`src/rbd_pkg.sv`:
```
// rbd_pkg: types and constants shared by the ring buffer deque.
// Request and status codes, transaction structs and default sizes.
// No dependencies.
`timescale 1ns / 1ps

package rbd_pkg;

    // Default number of physical ring slots
    localparam int DEPTH_DEFAULT = 16;

    // Fixed field widths
    localparam int REQ_W  = 3;
    localparam int DATA_W = 32;
    localparam int STAT_W = 2;
    localparam int CNT_W  = 5;

    // Ring size after reset
    localparam logic [CNT_W-1:0] RING_SIZE_RESET = 5'd16;

    // Request codes
    localparam logic [REQ_W-1:0] REQ_PUSH_FRONT = 3'd0;
    localparam logic [REQ_W-1:0] REQ_PUSH_BACK  = 3'd1;
    localparam logic [REQ_W-1:0] REQ_POP_FRONT  = 3'd2;
    localparam logic [REQ_W-1:0] REQ_POP_BACK   = 3'd3;
    localparam logic [REQ_W-1:0] REQ_PEEK_FRONT = 3'd4;
    localparam logic [REQ_W-1:0] REQ_PEEK_BACK  = 3'd5;

    // Status codes
    localparam logic [STAT_W-1:0] ST_OK    = 2'd0;
    localparam logic [STAT_W-1:0] ST_FULL  = 2'd1;
    localparam logic [STAT_W-1:0] ST_EMPTY = 2'd2;

    // Word returned by a pop or peek on an empty deque
    localparam logic signed [DATA_W-1:0] EMPTY_WORD = -32'sd1;

    // Request transaction
    typedef struct packed {
        logic [REQ_W-1:0]         req_type;
        logic signed [DATA_W-1:0] push_value;
    } t_in;

    // Result transaction
    typedef struct packed {
        logic signed [DATA_W-1:0] data_out;
        logic [STAT_W-1:0]        status;
        logic [CNT_W-1:0]         item_count;
        logic                     is_empty;
        logic                     is_full;
    } t_out;

endpackage

```
`src/ring_buffer_deque_top.sv`:
```
// ring_buffer_deque_top: double-ended queue of signed words in a ring memory.
// Depends on rbd_pkg for transaction structs, codes and defaults.
`timescale 1ns / 1ps

// One request is taken on every clock edge where start is high (busy is
// never raised), and its result appears on o_result with o_valid high for
// exactly one cycle, in the cycle after acceptance; the receiver cannot stall,
// so results must be captured when o_valid is seen. The result is held in the
// result register and the registered read port of the slot memory; head, tail and
// count update at the accepting edge, so a request may follow every clock.
// Writing the ring size (clamped to 1..DEPTH) empties the deque; do so only
// while no result is outstanding. No clearing pass runs after reset.
module ring_buffer_deque_top #(
    parameter int DEPTH = rbd_pkg::DEPTH_DEFAULT
) (
    input  logic                      i_clk,
    input  logic                      i_rst_n,
    input  logic                      start,
    output logic                      busy,
    input  rbd_pkg::t_in              i_req,
    output logic                      o_valid,
    output rbd_pkg::t_out             o_result,
    input  logic                      i_cfg_we,
    input  logic [rbd_pkg::CNT_W-1:0] i_cfg_data
);

    localparam int SW = (DEPTH > 1) ? $clog2(DEPTH) : 1;
    localparam int CW = ((SW > rbd_pkg::CNT_W) ? SW : rbd_pkg::CNT_W) + 1;

    // Slot memory
    logic signed [rbd_pkg::DATA_W-1:0] r_mem [DEPTH];
    logic signed [rbd_pkg::DATA_W-1:0] r_rd_data;

    // Control state
    logic [rbd_pkg::CNT_W-1:0] r_ring_size;
    logic [SW-1:0]             r_head, n_head;
    logic [SW-1:0]             r_tail, n_tail;
    logic [rbd_pkg::CNT_W-1:0] r_count, n_count;
    logic                      r_valid;
    logic                      r_rd_sel, n_rd_sel;
    rbd_pkg::t_out             r_out, n_out;

    logic                      accept;
    logic [CW-1:0]             cap;
    logic [CW-1:0]             count_x;
    logic [SW-1:0]             head_next, head_prev, tail_next, tail_prev;
    logic                      wr_en;
    logic [SW-1:0]             wr_addr;
    logic [SW-1:0]             rd_addr;
    logic                      rd_en;

    assign busy   = 1'b0;
    assign accept = start && !busy;

    // Capacity in use: ring size clamped to 1..DEPTH
    always_comb begin
        cap = CW'(r_ring_size);
        if (r_ring_size == '0) begin
            cap = CW'(1);
        end else if (CW'(r_ring_size) > CW'(DEPTH)) begin
            cap = CW'(DEPTH);
        end
    end

    assign count_x = CW'(r_count);

    // Ring neighbours of head and tail within the capacity in use
    assign head_next = (CW'(r_head) + CW'(1) >= cap) ? '0 : SW'(CW'(r_head) + CW'(1));
    assign tail_next = (CW'(r_tail) + CW'(1) >= cap) ? '0 : SW'(CW'(r_tail) + CW'(1));
    assign head_prev = (r_head == '0) ? SW'(cap - CW'(1)) : SW'(r_head - SW'(1));
    assign tail_prev = (r_tail == '0) ? SW'(cap - CW'(1)) : SW'(r_tail - SW'(1));

    // Request decode and pointer update
    always_comb begin
        logic at_front;
        logic [rbd_pkg::CNT_W-1:0] cnt_dec;
        at_front  = 1'b0;
        cnt_dec   = r_count - rbd_pkg::CNT_W'(1);
        n_head    = r_head;
        n_tail    = r_tail;
        n_count   = r_count;
        n_rd_sel  = 1'b0;
        wr_en     = 1'b0;
        wr_addr   = '0;
        rd_en     = 1'b0;
        rd_addr   = r_head;
        n_out     = '0;
        n_out.data_out = '0;
        n_out.status   = rbd_pkg::ST_OK;

        unique case (i_req.req_type) inside
            rbd_pkg::REQ_PUSH_FRONT, rbd_pkg::REQ_PUSH_BACK: begin
                if (count_x >= cap) begin
                    n_out.status = rbd_pkg::ST_FULL;
                end else begin
                    wr_en = 1'b1;
                    if (r_count == '0) begin
                        n_head  = '0;
                        n_tail  = '0;
                        wr_addr = '0;
                    end else if (i_req.req_type == rbd_pkg::REQ_PUSH_FRONT) begin
                        n_head  = head_prev;
                        wr_addr = head_prev;
                    end else begin
                        n_tail  = tail_next;
                        wr_addr = tail_next;
                    end
                    n_count = r_count + rbd_pkg::CNT_W'(1);
                end
            end
            rbd_pkg::REQ_POP_FRONT, rbd_pkg::REQ_POP_BACK,
            rbd_pkg::REQ_PEEK_FRONT, rbd_pkg::REQ_PEEK_BACK: begin
                at_front = (i_req.req_type == rbd_pkg::REQ_POP_FRONT) ||
                           (i_req.req_type == rbd_pkg::REQ_PEEK_FRONT);
                if (r_count == '0) begin
                    n_out.data_out = rbd_pkg::EMPTY_WORD;
                    n_out.status   = rbd_pkg::ST_EMPTY;
                end else begin
                    rd_en    = 1'b1;
                    n_rd_sel = 1'b1;
                    rd_addr  = at_front ? r_head : r_tail;
                    if ((i_req.req_type == rbd_pkg::REQ_POP_FRONT) ||
                        (i_req.req_type == rbd_pkg::REQ_POP_BACK)) begin
                        n_count = cnt_dec;
                        if (cnt_dec == '0) begin
                            n_head = '0;
                            n_tail = '0;
                        end else if (at_front) begin
                            n_head = head_next;
                        end else begin
                            n_tail = tail_prev;
                        end
                    end
                end
            end
            default: begin
                // unknown request: state untouched, zero word, status ok
            end
        endcase

        n_out.item_count = n_count;
        n_out.is_empty   = (n_count == '0);
        n_out.is_full    = (CW'(n_count) == cap);
    end

    // Slot memory: one write port, one registered read port
    always_ff @(posedge i_clk) begin
        if (accept && wr_en) begin
            r_mem[wr_addr] <= i_req.push_value;
        end
        if (accept && rd_en) begin
            r_rd_data <= r_mem[rd_addr];
        end
    end

    // Pointers, count and ring size
    always_ff @(posedge i_clk) begin
        if (!i_rst_n) begin
            r_ring_size <= rbd_pkg::RING_SIZE_RESET;
            r_head      <= '0;
            r_tail      <= '0;
            r_count     <= '0;
        end else if (i_cfg_we) begin
            r_ring_size <= i_cfg_data;
            r_head      <= '0;
            r_tail      <= '0;
            r_count     <= '0;
        end else if (accept) begin
            r_head  <= n_head;
            r_tail  <= n_tail;
            r_count <= n_count;
        end
    end

    // Result register
    always_ff @(posedge i_clk) begin
        if (!i_rst_n) begin
            r_valid <= 1'b0;
        end else begin
            r_valid <= accept;
        end
    end

    always_ff @(posedge i_clk) begin
        if (accept) begin
            r_out    <= n_out;
            r_rd_sel <= n_rd_sel;
        end
    end

    // Read data replaces the word for pops and peeks that hit the memory
    always_comb begin
        o_result = r_out;
        if (r_rd_sel) begin
            o_result.data_out = r_rd_data;
        end
    end

    assign o_valid = r_valid;

`ifndef NO_ASSERTIONS
    a_result_follows: assert property (@(posedge i_clk) disable iff (!i_rst_n)
        accept |=> o_valid)
        else $error("accepted request gave no result");

    a_no_spurious: assert property (@(posedge i_clk) disable iff (!i_rst_n)
        !accept |=> !o_valid)
        else $error("result without a request");

    a_count_bound: assert property (@(posedge i_clk) disable iff (!i_rst_n)
        count_x <= cap)
        else $error("fill count above capacity");

    a_empty_home: assert property (@(posedge i_clk) disable iff (!i_rst_n)
        (r_count == '0) |-> ((r_head == '0) && (r_tail == '0)))
        else $error("empty deque with ends away from slot 0");

    a_full_flag: assert property (@(posedge i_clk) disable iff (!i_rst_n)
        (o_valid && (o_result.status == rbd_pkg::ST_FULL)) |-> o_result.is_full)
        else $error("push rejected while not full");
`endif

endmodule

```
`config.mk`:
```
export PLATFORM = sky130hd
export DESIGN_NAME = ring_buffer_deque_top
export DESIGN_NICKNAME = d
export VERILOG_FILES = /design/src/rbd_pkg.sv /design/src/ring_buffer_deque_top.sv
export SDC_FILE = /design/constraint.sdc
export NUM_CORES = 1
export LEC_CHECK = 0
export ABC_AREA = 1
export BUFFER_PORTS_ARGS = -buffer_cell sky130_fd_sc_hd__buf_2
export CAP_MARGIN = 20
export CORE_MARGIN = 3
export CORE_UTILIZATION = 55
export CTS_BUF_LIST = sky130_fd_sc_hd__clkbuf_4
export CTS_CLUSTER_DIAMETER = 30
export CTS_CLUSTER_SIZE = 8
export DETAILED_ROUTE_END_ITERATION = 6
export PLACE_DENSITY = 0.75
export SYNTH_ARGS = -nofsm -noshare
export SYNTH_HDL_FRONTEND = slang
export SYNTH_SLANG_ARGS = --single-unit
```
`constraint.sdc`:
```
create_clock -name i_clk -period 4.1 [get_ports i_clk]
set_input_delay 1.23 -clock i_clk [delete_from_list [all_inputs] [get_ports i_clk]]
set_output_delay 1.23 -clock i_clk [all_outputs]
set_load 0.02 [all_outputs]
```
==> results.yml <==
synthesis:
  syn-num-nets: 2676
  synth-warning-count: 0
  synth_area_sq_um: 25900
  yosys.cell_types.count: 35
  synth_area_per_cell_sq_um: 9.94
  synth_cells: 2608
  seq_area_frac_synth: 0.658
  ys_ff_latch: 574
  yosysTopAreaCell: "edfxtp_1"
  netlist.area_leader.share: 0.643
  synth.area.top_cells: "edfxtp_1 64%, nand2_1 13%, nand3_1 8.0%, inv_1 6.4%, dfxtp_1 1.5%"
setup_path:
  crit_path_start_kind: "flip-flop"
  worstPathArrival_ns: 2.47
  setup.worst_path.class: "flip-flop to output port"
  cp.required_ns: 2.87
  path_max_fanout: 32
  end_kind: "output port"
final_layout:
  mostFrequentLayoutCell: "nand2_1"
  area_delta_synth_final_pct: 11.8
  nets: 2802
  final_cell_mix: "866 x nand2_1, 555 x edfxtp_1, 444 x inv_1"
  final_area_sq_um: 29000
  drive_above_1_share: 0.125
clock_tree:
  cts_max_level: 3
  clock_latency_ns: 0.86
  cts_max_path_buffers: 3
  path_clk_slew_ns: 0.06
  cts-resized-gates: 0
  cts-root-buf: "clkbuf_4"
  cts_setup_buffers: 0
  cts_tree: "built"
  holdBufCountCts: 0
  clock_sinks: 574
  cts_inserted_buffers: 113
pwr:
  leakagePower_nw: 12.6
  power.density_nw_per_um2: 432
  ir_drop_mv: 0.319
  combinationalPowerShare: 0.099
  p_int_mw: 9.40
  switching_power_mw: 3.14
  p_seq_frac: 0.521
  clockPowerShare: 0.380
  switching_share: 0.250
floorplan:
  ios: 87
  die_area_sq_um: 49800
  core_area_sq_um: 46000
  die_height_microns: 223
  row_count: 78
  die_x_microns: 223
  start_util: 0.564
grt:
  grt-ovfl-total: 0
  grt_pass1_wl_microns: 98200
  globalRouteTotalUtil: 0.254
  grt_max_degree: 114
  antenna_found_initial: 4
  grt_pass1_vias: 18121
place:
  port-buffer-count: 85
  dp_hpwl_microns: 34200
  dpl_cell_area_sq_um: 27300
  dp_slack_ns: 0.393
  place.gp.congestion: 0.861
route:
  postRouteAntennaNets: 0
  wl_met1_microns: 25300
  dr.pass1.iters: 6
  drc: 0
  highest_layer: "met5"
  drt_iter0_drc: 1883
  via_per_inst: 5.40
  via_count: 18490
  wirelength_microns: 63300
  wl_met3_microns: 5600
  wl_per_cell_microns: 18.5
  wl_met2_microns: 30400
timing:
  finalCritPeriodShare: 0.903
  slew_headroom: 0.260
  hold_viol: 0
  setup_ws_ns: 0.397
  slew_violations: 0
  rsz0062_at_grt: "false"
  clock.fmax_mhz: 270
  setup_violations: 0
  hold_ws_ns: 0.482
  fin_setup_tns_ns: 0
  finalClockSkew_ns: 0.0610
  min_period_ns: 3.70
  worst_slew_pin_slew_ns: 1.11
run_status:
  outcome: "complete, no violations"
worst_hold_path:
  worstHoldPathType: "flip-flop to flip-flop"
job:
  drv_cap: 0
-- sequential cells by signal, indices dropped and copies added, names as in the netlist --
| name | count |
|---|---|
| o_valid | 1 |
| r_ring_size | 5 |
| r_tail | 4 |
| o_result | 9 |
| r_rd_data | 32 |
| r_count | 5 |
| r_head | 4 |
| r_mem | 512 |
| r_rd_sel | 1 |
| r_out | 1 |
-- worst paths after layout --
kind,startpoint,end,slack (ns),depth (start not counted)
max,r_rd_sel,o_result[11],0.40,4
min,r_ring_size[1],r_ring_size[1],0.48,2
max reg2reg,r_ring_size[0],r_mem[7][19],0.44,16
min reg2reg,r_ring_size[1],r_ring_size[1],0.48,2
-- critical path: stages, from the launching register on --
cell and delay, ns:
edfxtp_1 0.36, inv_1 0.06, nand2_2 0.70, nand2_1 0.28, buf_2 0.25
-- metal layers --
layer  vias up  GRT usage
met4         2      0.108
met1      8726      0.338
met5         -          0
met2       857      0.413
met3       154     0.0474
li1       8751          -
-- power groups by stage --
| stage | clock, mW | combinational, mW | sequential (mW) |
|---|---|---|---|
| after floorplan | 0 | 0.813 | 6.66 |
| after global placement | 0 | 1.20 | 6.66 |
| after detailed placement | 0 | 1.23 | 6.66 |
| after CTS | 4.84 | 1.23 | 6.53 |
| after global routing | 5.12 | 1.37 | 6.54 |
| final | 4.76 | 1.24 | 6.53 |
-- cell families (layout without fill, tap and decap cells) --
kind of cell,count (synthesis),count (layout),share of synthesized area
AND/OR/NAND/NOR,1375,1375,0.224
buffers and inverters,577,790,0.0939
flip-flops,574,574,0.658
AO/OA/AOI/OAI,49,49,0.0103
adder cells (fa/ha/maj),24,24,0.0116
XOR/XNOR,8,8,0.00270
other,1,5,0.000145
-- cell usage after synthesis (all sizes together) --
library cell,n
a21boi,1
a21o,1
a21oi,17
and3,1
buf,113
clkbuf,12
clkinv,1
conb,1
dfxtp,19
edfxtp,555
ha,24
inv,451
nand2,872
nand3,414
nand4,18
nor2,62
nor3,7
o211ai,4
o21ai,25
o21bai,1
or2,1
xnor2,2
xor2,6
-- cell type report --
cell class	instances	area (sq um)
Antenna cell	4	10.0
Sequential cell	574	17000
Inverter	452	1700
Tap cell	600	751
Clock inverter	69	714
Multi-Input combinational cell	1457	6620
Fill cell	3591	17000
Timing Repair Buffer	136	1150
Clock buffer	133	998
-- metrics by stage --
step,cells,util,power (mW)
after floorplan,2608,-,7.47
after global placement,3219,0.593,7.87
after detailed placement,3219,0.593,7.89
after global routing,3424,0.631,13.0
after CTS,3421,0.630,12.6
final,3425,0.631,12.5
Power figures use the tool's default switching activity.
